$ cat src/rtl/yuyv_chroma_key_to_rgb_macros.svh
// Assertion macros shared by the YUYV chroma-key converter.
`ifndef YUYV_CHROMA_KEY_TO_RGB_MACROS_SVH
`define YUYV_CHROMA_KEY_TO_RGB_MACROS_SVH

// Same-cycle implication, disabled during reset.
`define YCK_ASSERT_NOW(label, clk, rst, ante, cons) \
  label: assert property (@(posedge clk) disable iff (rst) (ante) |-> (cons)) \
    else $error("yck check failed");

// Next-cycle implication, disabled during reset.
`define YCK_ASSERT_NEXT(label, clk, rst, ante, cons) \
  label: assert property (@(posedge clk) disable iff (rst) (ante) |=> (cons)) \
    else $error("yck check failed");

`endif

$ cat src/rtl/yck_pkg.sv
// Types, constants and helper functions of the YUYV chroma-key converter.
`timescale 1ns / 1ps

package yck_pkg;

  localparam int unsigned PIX_W  = 8;
  localparam int unsigned PROD_W = 25;  // holds 116130 * -128 with sign
  localparam int unsigned TERM_W = 9;   // truncated chroma term, +/-226 max
  localparam int unsigned SUM_W  = 11;  // luma plus term, -226..480
  localparam int unsigned FRAC_BITS = 16;

  localparam logic signed [PROD_W-1:0] COEF_CR_R = PROD_W'(91881);
  localparam logic signed [PROD_W-1:0] COEF_CB_G = PROD_W'(22544);
  localparam logic signed [PROD_W-1:0] COEF_CR_G = PROD_W'(46793);
  localparam logic signed [PROD_W-1:0] COEF_CB_B = PROD_W'(116130);
  localparam logic signed [PROD_W-1:0] FRAC_ROUND = PROD_W'((1 << FRAC_BITS) - 1);

  localparam logic [PIX_W-1:0] CHANNEL_MAX = PIX_W'(255);
  localparam logic [PIX_W-1:0] THRESHOLD_RESET = PIX_W'(128);

  // Register indexes on the configuration port
  localparam int unsigned CFG_IDX_W = 1;
  localparam logic [CFG_IDX_W-1:0] REG_CB_THRESHOLD = 1'b0;
  localparam logic [CFG_IDX_W-1:0] REG_CR_THRESHOLD = 1'b1;

  typedef struct packed {
    logic [PIX_W-1:0] luma_first;
    logic [PIX_W-1:0] chroma_blue;
    logic [PIX_W-1:0] luma_second;
    logic [PIX_W-1:0] chroma_red;
    logic [PIX_W-1:0] bg_blue_first;
    logic [PIX_W-1:0] bg_green_first;
    logic [PIX_W-1:0] bg_red_first;
    logic [PIX_W-1:0] bg_blue_second;
    logic [PIX_W-1:0] bg_green_second;
    logic [PIX_W-1:0] bg_red_second;
  } in_item_t;

  typedef struct packed {
    logic [PIX_W-1:0] out_blue_first;
    logic [PIX_W-1:0] out_green_first;
    logic [PIX_W-1:0] out_red_first;
    logic [PIX_W-1:0] out_blue_second;
    logic [PIX_W-1:0] out_green_second;
    logic [PIX_W-1:0] out_red_second;
    logic             is_background;
  } out_item_t;

  typedef struct packed {
    logic [PIX_W-1:0] cb_threshold;
    logic [PIX_W-1:0] cr_threshold;
  } cfg_t;

  // Data that rides along the pipeline untouched until the last stage
  typedef struct packed {
    logic [PIX_W-1:0] luma_first;
    logic [PIX_W-1:0] luma_second;
    logic [PIX_W-1:0] bg_blue_first;
    logic [PIX_W-1:0] bg_green_first;
    logic [PIX_W-1:0] bg_red_first;
    logic [PIX_W-1:0] bg_blue_second;
    logic [PIX_W-1:0] bg_green_second;
    logic [PIX_W-1:0] bg_red_second;
    logic             keyed;
  } side_t;

  typedef struct packed {
    side_t                   side;
    logic signed [PIX_W-1:0] du;
    logic signed [PIX_W-1:0] dv;
  } key_t;

  typedef struct packed {
    side_t                    side;
    logic signed [PROD_W-1:0] prod_r;
    logic signed [PROD_W-1:0] prod_g_cb;
    logic signed [PROD_W-1:0] prod_g_cr;
    logic signed [PROD_W-1:0] prod_b;
  } prod_t;

  typedef struct packed {
    side_t                    side;
    logic signed [TERM_W-1:0] term_r;
    logic signed [TERM_W-1:0] term_g;
    logic signed [TERM_W-1:0] term_b;
  } term_t;

  // Drop the fraction bits, rounding toward zero
  function automatic logic signed [TERM_W-1:0] drop_frac(input logic signed [PROD_W-1:0] v);
    logic signed [PROD_W-1:0] adj;
    adj = v + ((v < 0) ? FRAC_ROUND : PROD_W'(0));
    return TERM_W'(adj >>> FRAC_BITS);
  endfunction

  function automatic logic [PIX_W-1:0] clamp_channel(input logic signed [SUM_W-1:0] v);
    logic [PIX_W-1:0] res;
    if (v < 0) begin
      res = '0;
    end else if (v > $signed(SUM_W'(CHANNEL_MAX))) begin
      res = CHANNEL_MAX;
    end else begin
      res = v[PIX_W-1:0];
    end
    return res;
  endfunction

endpackage

$ cat src/rtl/yck_in_if.sv
// Input channel: one YUYV macropixel plus two background pixels per request.
`timescale 1ns / 1ps

interface yck_in_if;
  logic              valid;
  logic              ready;
  yck_pkg::in_item_t data;

  modport source(output valid, output data, input ready);
  modport sink(input valid, input data, output ready);
endinterface

$ cat src/rtl/yck_out_if.sv
// Output channel: two BGR pixels and the background flag per request.
`timescale 1ns / 1ps

interface yck_out_if;
  logic               valid;
  logic               ready;
  yck_pkg::out_item_t data;

  modport source(output valid, output data, input ready);
  modport sink(input valid, input data, output ready);
endinterface

$ cat src/rtl/yuyv_chroma_key_to_rgb.sv
// YUYV chroma-key to BGR converter: four-stage pipeline.
// Throughput: one macropixel per cycle while the output is not stalled;
// each stage holds one request and frees as it drains.
// Stages: key decision, coefficient products, term truncation, luma add, clamp and background select.
// Reset: clears all stage valid bits and sets both thresholds to 128.
`timescale 1ns / 1ps
`include "yuyv_chroma_key_to_rgb_macros.svh"

module yuyv_chroma_key_to_rgb (
  input  logic                               clk,
  input  logic                               rst,
  yck_in_if.sink                             in_ch,
  yck_out_if.source                          out_ch,
  input  logic                               cfg_we,
  input  logic [yck_pkg::CFG_IDX_W-1:0]      cfg_index,
  input  logic [yck_pkg::PIX_W-1:0]          cfg_data
);

  yck_pkg::cfg_t  cfg;
  yck_pkg::key_t  key_data;
  yck_pkg::prod_t prod_data;
  yck_pkg::term_t term_data;
  logic key_valid, key_ready;
  logic prod_valid, prod_ready;
  logic term_valid, term_ready;

  always_ff @(posedge clk) begin
    if (rst) begin
      cfg.cb_threshold <= yck_pkg::THRESHOLD_RESET;
      cfg.cr_threshold <= yck_pkg::THRESHOLD_RESET;
    end else if (cfg_we) begin
      unique case (cfg_index)
        yck_pkg::REG_CB_THRESHOLD: cfg.cb_threshold <= cfg_data;
        yck_pkg::REG_CR_THRESHOLD: cfg.cr_threshold <= cfg_data;
        default: ;
      endcase
    end
  end

  yck_key u_key (
    .clk      (clk),
    .rst      (rst),
    .cfg      (cfg),
    .up_valid (in_ch.valid),
    .up_ready (in_ch.ready),
    .up_data  (in_ch.data),
    .dn_valid (key_valid),
    .dn_ready (key_ready),
    .dn_data  (key_data)
  );

  yck_product u_product (
    .clk      (clk),
    .rst      (rst),
    .up_valid (key_valid),
    .up_ready (key_ready),
    .up_data  (key_data),
    .dn_valid (prod_valid),
    .dn_ready (prod_ready),
    .dn_data  (prod_data)
  );

  yck_term u_term (
    .clk      (clk),
    .rst      (rst),
    .up_valid (prod_valid),
    .up_ready (prod_ready),
    .up_data  (prod_data),
    .dn_valid (term_valid),
    .dn_ready (term_ready),
    .dn_data  (term_data)
  );

  yck_mix u_mix (
    .clk      (clk),
    .rst      (rst),
    .up_valid (term_valid),
    .up_ready (term_ready),
    .up_data  (term_data),
    .dn_valid (out_ch.valid),
    .dn_ready (out_ch.ready),
    .dn_data  (out_ch.data)
  );

  // an empty output register opens the whole pipe
  `YCK_ASSERT_NOW(a_empty_out_accepts, clk, rst, !out_ch.valid, in_ch.ready)
  // a stalled stage keeps its request
  `YCK_ASSERT_NEXT(a_term_holds, clk, rst, term_valid && !term_ready, term_valid)
  `YCK_ASSERT_NEXT(a_key_holds, clk, rst, key_valid && !key_ready, key_valid && $stable(key_data))
  // nothing comes out right after reset
  `YCK_ASSERT_NOW(a_reset_empty, clk, rst, $past(rst), !out_ch.valid && !term_valid)

endmodule

$ cat src/rtl/yck_key.sv
// Stage 1: key decision and chroma offset removal.
`timescale 1ns / 1ps

module yck_key (
  input  logic              clk,
  input  logic              rst,
  input  yck_pkg::cfg_t     cfg,
  input  logic              up_valid,
  output logic              up_ready,
  input  yck_pkg::in_item_t up_data,
  output logic              dn_valid,
  input  logic              dn_ready,
  output yck_pkg::key_t     dn_data
);

  yck_pkg::key_t stage_next;

  assign up_ready = !dn_valid || dn_ready;

  always_comb begin
    stage_next.side.luma_first      = up_data.luma_first;
    stage_next.side.luma_second     = up_data.luma_second;
    stage_next.side.bg_blue_first   = up_data.bg_blue_first;
    stage_next.side.bg_green_first  = up_data.bg_green_first;
    stage_next.side.bg_red_first    = up_data.bg_red_first;
    stage_next.side.bg_blue_second  = up_data.bg_blue_second;
    stage_next.side.bg_green_second = up_data.bg_green_second;
    stage_next.side.bg_red_second   = up_data.bg_red_second;
    stage_next.side.keyed = (up_data.chroma_blue > cfg.cb_threshold) &&
                            (up_data.chroma_red < cfg.cr_threshold);
    // x - 128 on a byte is a flip of the top bit read as signed
    stage_next.du = {~up_data.chroma_blue[7], up_data.chroma_blue[6:0]};
    stage_next.dv = {~up_data.chroma_red[7], up_data.chroma_red[6:0]};
  end

  always_ff @(posedge clk) begin
    if (rst) begin
      dn_valid <= 1'b0;
    end else if (up_ready) begin
      dn_valid <= up_valid;
    end
  end

  always_ff @(posedge clk) begin
    if (up_ready && up_valid) begin
      dn_data <= stage_next;
    end
  end

endmodule

$ cat src/rtl/yck_product.sv
// Stage 2: chroma coefficient products.
`timescale 1ns / 1ps

module yck_product (
  input  logic            clk,
  input  logic            rst,
  input  logic            up_valid,
  output logic            up_ready,
  input  yck_pkg::key_t   up_data,
  output logic            dn_valid,
  input  logic            dn_ready,
  output yck_pkg::prod_t  dn_data
);

  yck_pkg::prod_t stage_next;
  logic signed [yck_pkg::PROD_W-1:0] du_ext;
  logic signed [yck_pkg::PROD_W-1:0] dv_ext;

  assign up_ready = !dn_valid || dn_ready;
  assign du_ext = yck_pkg::PROD_W'(up_data.du);
  assign dv_ext = yck_pkg::PROD_W'(up_data.dv);

  always_comb begin
    stage_next.side      = up_data.side;
    stage_next.prod_r    = dv_ext * yck_pkg::COEF_CR_R;
    stage_next.prod_g_cb = du_ext * yck_pkg::COEF_CB_G;
    stage_next.prod_g_cr = dv_ext * yck_pkg::COEF_CR_G;
    stage_next.prod_b    = du_ext * yck_pkg::COEF_CB_B;
  end

  always_ff @(posedge clk) begin
    if (rst) begin
      dn_valid <= 1'b0;
    end else if (up_ready) begin
      dn_valid <= up_valid;
    end
  end

  always_ff @(posedge clk) begin
    if (up_ready && up_valid) begin
      dn_data <= stage_next;
    end
  end

endmodule

$ cat src/rtl/yck_term.sv
// Stage 3: green sum and truncation of the chroma terms.
`timescale 1ns / 1ps

module yck_term (
  input  logic            clk,
  input  logic            rst,
  input  logic            up_valid,
  output logic            up_ready,
  input  yck_pkg::prod_t  up_data,
  output logic            dn_valid,
  input  logic            dn_ready,
  output yck_pkg::term_t  dn_data
);

  yck_pkg::term_t stage_next;
  logic signed [yck_pkg::PROD_W-1:0] green_sum;

  assign up_ready = !dn_valid || dn_ready;
  // green is summed at full precision, truncated once
  assign green_sum = up_data.prod_g_cb + up_data.prod_g_cr;

  always_comb begin
    stage_next.side   = up_data.side;
    stage_next.term_r = yck_pkg::drop_frac(up_data.prod_r);
    stage_next.term_g = yck_pkg::drop_frac(green_sum);
    stage_next.term_b = yck_pkg::drop_frac(up_data.prod_b);
  end

  always_ff @(posedge clk) begin
    if (rst) begin
      dn_valid <= 1'b0;
    end else if (up_ready) begin
      dn_valid <= up_valid;
    end
  end

  always_ff @(posedge clk) begin
    if (up_ready && up_valid) begin
      dn_data <= stage_next;
    end
  end

endmodule

$ cat src/rtl/yck_mix.sv
// Stage 4: luma add, saturation and background select into the output register.
`timescale 1ns / 1ps

module yck_mix (
  input  logic               clk,
  input  logic               rst,
  input  logic               up_valid,
  output logic               up_ready,
  input  yck_pkg::term_t     up_data,
  output logic               dn_valid,
  input  logic               dn_ready,
  output yck_pkg::out_item_t dn_data
);

  localparam int unsigned PAD_W = yck_pkg::SUM_W - yck_pkg::PIX_W;

  yck_pkg::out_item_t stage_next;
  logic signed [yck_pkg::SUM_W-1:0] y1;
  logic signed [yck_pkg::SUM_W-1:0] y2;
  logic signed [yck_pkg::SUM_W-1:0] tr;
  logic signed [yck_pkg::SUM_W-1:0] tg;
  logic signed [yck_pkg::SUM_W-1:0] tb;

  assign up_ready = !dn_valid || dn_ready;

  assign y1 = {{PAD_W{1'b0}}, up_data.side.luma_first};
  assign y2 = {{PAD_W{1'b0}}, up_data.side.luma_second};
  assign tr = yck_pkg::SUM_W'(up_data.term_r);
  assign tg = yck_pkg::SUM_W'(up_data.term_g);
  assign tb = yck_pkg::SUM_W'(up_data.term_b);

  always_comb begin
    if (up_data.side.keyed) begin
      stage_next.out_blue_first   = up_data.side.bg_blue_first;
      stage_next.out_green_first  = up_data.side.bg_green_first;
      stage_next.out_red_first    = up_data.side.bg_red_first;
      stage_next.out_blue_second  = up_data.side.bg_blue_second;
      stage_next.out_green_second = up_data.side.bg_green_second;
      stage_next.out_red_second   = up_data.side.bg_red_second;
    end else begin
      stage_next.out_blue_first   = yck_pkg::clamp_channel(y1 + tb);
      stage_next.out_green_first  = yck_pkg::clamp_channel(y1 - tg);
      stage_next.out_red_first    = yck_pkg::clamp_channel(y1 + tr);
      stage_next.out_blue_second  = yck_pkg::clamp_channel(y2 + tb);
      stage_next.out_green_second = yck_pkg::clamp_channel(y2 - tg);
      stage_next.out_red_second   = yck_pkg::clamp_channel(y2 + tr);
    end
    stage_next.is_background = up_data.side.keyed;
  end

  always_ff @(posedge clk) begin
    if (rst) begin
      dn_valid <= 1'b0;
    end else if (up_ready) begin
      dn_valid <= up_valid;
    end
  end

  always_ff @(posedge clk) begin
    if (up_ready && up_valid) begin
      dn_data <= stage_next;
    end
  end

endmodule
$ cat src/flat_wrapper.sv
// flat-port wrapper written by rule: the top's interface ports become plain ports
module yuyv_chroma_key_to_rgb_flat 
  (clk, rst, cfg_we, cfg_index, cfg_data, in_ch_valid, in_ch_data, in_ch_ready, out_ch_valid, out_ch_data, out_ch_ready);
  yck_in_if in_ch_i ();
  yck_out_if out_ch_i ();
  input  logic clk;
  input  logic rst;
  input  logic cfg_we;
  input  logic [yck_pkg::CFG_IDX_W-1:0] cfg_index;
  input  logic [yck_pkg::PIX_W-1:0] cfg_data;
  input wire logic [$bits(in_ch_i.valid)-1:0] in_ch_valid;
  input wire logic [$bits(in_ch_i.data)-1:0] in_ch_data;
  output wire logic [$bits(in_ch_i.ready)-1:0] in_ch_ready;
  output wire logic [$bits(out_ch_i.valid)-1:0] out_ch_valid;
  output wire logic [$bits(out_ch_i.data)-1:0] out_ch_data;
  input wire logic [$bits(out_ch_i.ready)-1:0] out_ch_ready;
  assign in_ch_i.valid = in_ch_valid;
  assign in_ch_i.data = in_ch_data;
  assign in_ch_ready = in_ch_i.ready;
  assign out_ch_valid = out_ch_i.valid;
  assign out_ch_data = out_ch_i.data;
  assign out_ch_i.ready = out_ch_ready;
  yuyv_chroma_key_to_rgb u_core (.clk(clk), .rst(rst), .in_ch(in_ch_i), .out_ch(out_ch_i), .cfg_we(cfg_we), .cfg_index(cfg_index), .cfg_data(cfg_data));
endmodule
$ cat config.mk
export PLATFORM = sky130hd
export DESIGN_NAME = yuyv_chroma_key_to_rgb_flat
export DESIGN_NICKNAME = d
export VERILOG_FILES = /design/src/rtl/yck_pkg.sv /design/src/rtl/yck_in_if.sv /design/src/rtl/yck_out_if.sv /design/src/rtl/yuyv_chroma_key_to_rgb.sv /design/src/rtl/yck_key.sv /design/src/rtl/yck_product.sv /design/src/rtl/yck_term.sv /design/src/rtl/yck_mix.sv /design/src/flat_wrapper.sv
export VERILOG_INCLUDE_DIRS = /design/src /design/src/rtl
export SDC_FILE = /design/constraint.sdc
export NUM_CORES = 1
export LEC_CHECK = 0
export ABC_AREA = 1
export CORE_ASPECT_RATIO = 0.7
export CORE_MARGIN = 3
export CORE_UTILIZATION = 65
export DETAILED_ROUTE_END_ITERATION = 12
export DONT_BUFFER_PORTS = 1
export GPL_TIMING_DRIVEN = 0
export PLACE_DENSITY_LB_ADDON = 0.05
export SLEW_MARGIN = 10
export SYNTH_ARGS = -nofsm -noshare
export SYNTH_HDL_FRONTEND = slang
export SYNTH_HIERARCHICAL = 1
export SYNTH_SLANG_ARGS = --single-unit
$ cat constraint.sdc
create_clock -name clk -period 17.2 [get_ports clk]
set_clock_uncertainty 0.05 [all_clocks]
set_input_delay 0.86 -clock clk [delete_from_list [all_inputs] [get_ports clk]]
set_output_delay 0.86 -clock clk [all_outputs]
set_load 0.005 [all_outputs]
==> results.md, run 1 <==
- Status: finished, final reports clean
- Port bufs: 0
- PnR Total Power: 4.04 mW
- Post-synth ARST share: 0%
- Post-CTS Setup Inserts: 0
- Global-route wire length before repair: 106 mm
- CP Capture Type: flop
- Lkg Pwr: 14.7 nW
- Main flop type after synthesis: edfxtp_1
- Final setup viols: 0
- Pre-Repair DR Iteration Count: 7
- Peak supply drop: 0.152 mV
- CP arrival: 5340 ps
- Fmax: 196 MHz
- DIE AREA: 44,900 µm²
- Worst Setup Start Kind: flop
- Fin crit share: 29.6%
- Critical path class: reg -> reg
- Largest net degree at the start of global routing: 29
- Routed wire per std cell: 18.2 µm
- Synth-to-Final Area Change: 8.55%
- Worst Reg-to-Reg Cells: 17
- Routability congestion estimate: 0.969
- Ant diodes: 0
- RSZ-0062 raised after global routing: no
- Post_cts resized: 0
- Maxcap violations: 0
- CP Max Fanout: 9
- Gate Count Post-Synth: 3,062
- Tot GR Track Use: 30.4%
- End of the critical path: u_core/u_product/dn_data[97]
- Via Count: 20.8k
- Worst hold path type: in -> reg
- Initial Util: 66.5%
- DP HPWL: 53.4 mm
- Clock Pin Slew Worst Setup and Hold Paths: 60 ps
- Antenna Nets Post-Route: 0
- Flops & latches, synth: 392
- Vias in the first global route: 20.1k
- # H-tree levels: 2
- Nets: 3,612
- DRT iter0 DRCs: 2,424
- Die width: 252 µm
- Max_slew headroom: 37.8%
- Syn avg cell area: 9.00 µm²
- P per Cell Area: 135 nW/µm²
- WP data required: 17,450 ps
- Most frequent cells in the layout: 851 x nand2_1, 570 x inv_1, 372 x edfxtp_1, 302 x ha_1, 175 x nand3_1
- Fin crit period: 5090 ps
- EDFF count, synth: 372
- Drc violations: 0
- Hold Violations, Final: 0
- Worst r2r dst: u_core/u_product/dn_data[97]
- CTS Buffer Depth: 3
- Hold buffer count at CTS: 0
- R2r setup slk: 12,110 ps
- Commonest non-fill, non-tap cell in the layout: nand2_1
- R2r startpoint: u_core/u_key/dn_data[7]
- Measured slew at the worst slew-check pin: 924 ps
- TritonCTS buffer count: 38
- Syn. warnings: 6
- DRT Wirelength: 67.3 mm
- Initial antenna violation count: 0
- Sequential share of the synthesized area: 42.0%
- CP Launch Point: u_core/u_key/dn_data[7]
- Sink Count: 392
- Fin. max-slew vios: 0
- CTS tree: yes
- Top Ports: 145
- Core area: 41,400 µm²
- Syn Std Cell Area: 27,500 µm²
- Vias/cell: 5.64
- Layout cell share with drive strength beyond 1: 7.81%
- Yosys cell types: 54
- GRT overflow: 0
- DIE HEIGHT: 178 µm
- Row count: 62
- Root Driver: clkbuf_16
- Worst-Skew Late Latency: 560 ps
- TNS Setup: 0 ps
==> per-stage QoR <==
stage / instances / util (%) / worst slack [ps] / hold slack, ps / instance area (µm²)
3_3_place_gp: 3610 / 68.2 / 5060 / 350 / 28200
3_5_place_dp: 3623 / 69.0 / 12160 / 355 / 28600
6_report: 3692 / 72.2 / 12110 / 308 / 29900
5_1_grt: 3692 / 72.2 / 11910 / 285 / 29900
2_1_floorplan: 3066 / - / 8140 / 350 / 27600
4_1_cts: 3692 / 72.2 / 12140 / 280 / 29900
==> where the power goes <==
| part | internal [mW] | switching [mW] |
|---|---|---|
| Clock | 0.508 | 0.376 |
| Sequential | 1.20 | 0.0529 |
| Combinational | 0.650 | 1.25 |
| Total | 2.36 | 1.68 |
==> synth_stat cells, types with 2 or more instances <==
master      n  area, µm²
a211oi_1    2       15.0
a21boi_0    2       15.0
a21o_1      3       22.5
a21oi_1   120        601
a21oi_2     7       61.3
a21oi_4     4       65.1
a31oi_1     7       43.8
and2_1      4       25.0
and3_1      2       12.5
buf_2       2       10.0
buf_4      17        128
buf_6       2       22.5
clkbuf_1    4       15.0
dfxtp_1    20        400
edfxtp_1  372      11200
fa_1       97       1940
ha_1      302       3780
inv_1     570       2140
inv_2      20       75.1
nand2_1   851       3190
nand2_2    46        288
nand2_4    11        124
nand3_1   175        876
nand3_2    13        130
nand3b_1   14        105
nand4_1    34        213
nor2_1    160        601
nor2_2     24        150
nor2_4      6       67.6
nor3_1     18       90.1
nor3_2      2       20.0
nor3b_1     4       30.0
o21ai_0    37        185
o21ai_1     6       30.0
o21ai_2     2       17.5
o21bai_1    7       52.6
or2_2       5       31.3
xnor2_1    25        219
xor2_1     50        438
==> registers in the layout (all words and copies together), names as in the netlist <==
signal,flops
u_core/u_product/dn_valid,1
u_core/u_key/dn_data,81
u_core/u_term/dn_valid,1
u_core/u_mix/dn_data,49
u_core/u_key/dn_valid,1
u_core/u_product/dn_data,150
u_core/cfg,16
u_core/u_mix/dn_valid,1
u_core/u_term/dn_data,92
==> critical path: stages (launching register included) <==
cell and delay [ps]:
edfxtp_1 750, inv_1 350, fa_1 690, inv_1 180, ha_1 350, fa_1 530
inv_1 50, fa_1 530, inv_1 40, ha_1 350, nand2_1 90, nand2_1 80
a21oi_1 260, nand3_2 170, nand2_1 150, nand2_1 70, nand2_1 60, nand2_1 50
==> how the worst min path moves through the flow <==
stage / from / cells past startpoint / endpoint
floorplan: u_core/u_key/dn_data[16] / 0 / u_core/u_product/dn_data[100]
global route: rst / 1 / u_core/u_term/dn_valid
detailed placement: u_core/u_key/dn_data[25] / 0 / u_core/u_product/dn_data[109]
global placement: u_core/u_key/dn_data[66] / 0 / u_core/u_product/dn_data[150]
CTS: rst / 1 / u_core/u_product/dn_valid
finish: rst / 1 / u_core/u_product/dn_valid
==> per-layer routing <==
layer	up-vias	share of wire (%)	track usage (%)
li1	9983	-	-
met1	9793	46	45.7
met2	950	43	46.7
met3	95	9.3	5.20
met4	0	1.7	6.63
met5	-	0	0
==> layout make-up <==
class	count	area (µm²)
tap	544	681
fill	3057	11500
inverter	592	2230
sequential	392	11600
clock buffer	47	1020
buffer	26	195
multi-input combinational	2056	13600
timing repair buffer	13	290
clock inverter	22	300
==> cell families (layout without fill, tap and decap cells) <==
logic type / count (synthesis) / after routing / synth area share (%)
buf+inv: 618 / 700 / 8.80
flops: 392 / 392 / 42.0
fa+ha+maj: 399 / 399 / 20.8
simple gates: 1372 / 1372 / 21.7
xor+xnor: 76 / 76 / 2.44
other cells: 1 / 5 / 0.0136
compound gates: 204 / 204 / 4.26
(Power assumes the default switching activity.)
==> run 2: changes to the inputs <==
Clock period 17.2 ns to 4.8 ns, I/O delays scaled along.
==> results.md, run 2 (synthesis gave the netlist of run 1 again) <==
- Status: finished, final reports clean
- Core area: 41,400 µm²
- Lkg Pwr: 15.2 nW
- Initial Util: 66.5%
- Clk pwr share: 21.0%
- Final setup viols: 0
- Layout cell share with drive strength beyond 1: 8.24%
- Design Area, Final: 31,000 µm²
- Vias in the first global route: 20.5k
- Nets: 3,727
- CTS tree: yes
- Largest net degree at the start of global routing: 30
- Most frequent cells in the layout: 851 x nand2_1, 569 x inv_1, 372 x edfxtp_1, 301 x ha_1, 175 x nand3_1
- Row count: 62
- Fin crit share: 96.5%
- CP Capture Type: flop
- # H-tree levels: 2
- Most flop-heavy register: u_core/u_product/dn_data
- Vias/cell: 5.59
- Dpl ws: -419 ps
- Switching Fraction: 41.7%
- Fmax: 216 MHz
- Net switching power: 5.98 mW
- DIE AREA: 44,900 µm²
- Tot GR Track Use: 31.5%
- Die width: 252 µm
- CP Max Fanout: 4
- Placed cell areas: 28,600 µm²
- WL met2: 30.2 mm
- PnR Total Power: 14.4 mW
- Hold Violations, Final: 0
- Peak supply drop: 0.384 mV
- TritonCTS buffer count: 38
- Top Ports: 145
- Antenna Nets Post-Route: 0
- Reg power frac: 31.3%
- Measured slew at the worst slew-check pin: 996 ps
- Clock Pin Slew Worst Setup and Hold Paths: 60 ps
- P per Cell Area: 464 nW/µm²
- Fin. max-slew vios: 0
- Largest regs: u_core/u_product/dn_data (150), u_core/u_term/dn_data (92), u_core/u_key/dn_data (81)
- Fin crit period: 4630 ps
- Root Driver: clkbuf_16
- Sink Count: 392
- Routed wire per std cell: 18.5 µm
- Maxcap violations: 0
- DRT iter0 DRCs: 2,273
- Placed Cells: 3,624
- Global-route wire length before repair: 109 mm
- Drc violations: 0
- Ant diodes: 0
- Post-Route M1 WL: 32.1 mm
- Utilization after layout: 74.7%
- Routability congestion estimate: 0.994
- Worst hold path type: in -> reg
- Final non-filler cell total: 3,808
- Max reg flops: 150
- Max_slew headroom: 32.9%
- Met3 Wirelength: 6.63 mm
- DIE HEIGHT: 178 µm
- Worst-Skew Late Latency: 550 ps
- Port bufs: 0
- WHS: 39.8 ps
- Final WS setup: 167 ps
- Via Count: 21.3k
- Critical path class: reg -> reg
- CP arrival: 4880 ps
- DRT Wirelength: 70.5 mm
- Commonest non-fill, non-tap cell in the layout: nand2_1
- DP HPWL: 54.1 mm
- CTS Buffer Depth: 3
- Part of the power in combinational logic: 47.7%
- Initial antenna violation count: 0
- Synth-to-Final Area Change: 12.4%
- TNS Setup: 0 ps
- Top routing layer in use: met4
- Internal power: 8.38 mW
- WP data required: 5050 ps
- Pre-Repair DR Iteration Count: 7
- RSZ-0062 raised after global routing: no
- Worst Setup Start Kind: flop
- GRT overflow: 0
run 2: layout make-up:
type	instances	area (µm²)
tap	544	681
clock buffer	48	1050
inverter	592	2230
multi-input combinational	2056	13600
timing repair buffer	128	1410
sequential	392	11600
clock inverter	22	189
fill	2889	10500
buffer	26	195
run 2: final timing paths:
check                                               endpoint  slack (ps)                     startpoint  cells after the start
worst max-delay path            u_core/u_product/dn_data[97]         170        u_core/u_key/dn_data[5]                     17
worst min-delay path                          u_core/cfg[13]          40                         cfg_we                      4
worst max register to register  u_core/u_product/dn_data[97]         170        u_core/u_key/dn_data[5]                     17
worst min register to register     u_core/u_term/dn_data[54]         360  u_core/u_product/dn_data[127]                      0
run 2: critical path, cell delays in order (launching register included):
cell,delay (ps)
edfxtp_1,500
inv_1,210
fa_2,710
clkinvlp_4,200
ha_1,360
fa_1,550
inv_1,60
fa_1,520
inv_1,40
ha_1,350
nand2_1,90
nand2_1,100
a21oi_2,240
nand3_2,160
nand2_1,100
nand2_1,50
nand2_1,50
nand2_1,50
run 2: power groups by stage:
| stage | clock [mW] | combinational, mW | sequential (mW) |
|---|---|---|---|
| 2_1_floorplan | 0 | 5.00 | 4.48 |
| 3_3_place_gp | 0 | 6.32 | 4.58 |
| 3_5_place_dp | 0 | 6.55 | 4.57 |
| 4_1_cts | 3.04 | 6.68 | 4.50 |
| 5_1_grt | 3.20 | 7.67 | 4.52 |
| 6_report | 3.02 | 6.84 | 4.50 |
run 2: per-layer routing:
layer / up-vias / GRT usage, %
met5: - / 0
met4: 0 / 7.30
met3: 101 / 6.19
met2: 933 / 47.3
met1: 10000 / 47.7
li1: 10200 / -
run 2: repair_timing:
| action | CTS | global route |
|---|---|---|
| pin swaps | 0 | 1 |
| buffers inserted | 3 | 16 |
| hold endpoints to repair | 100 | 0 |
| hold buffers | 95 | 0 |
| endpoints found under the setup margin | 23 | 18 |
| gates resized for setup | 0 | 5 |
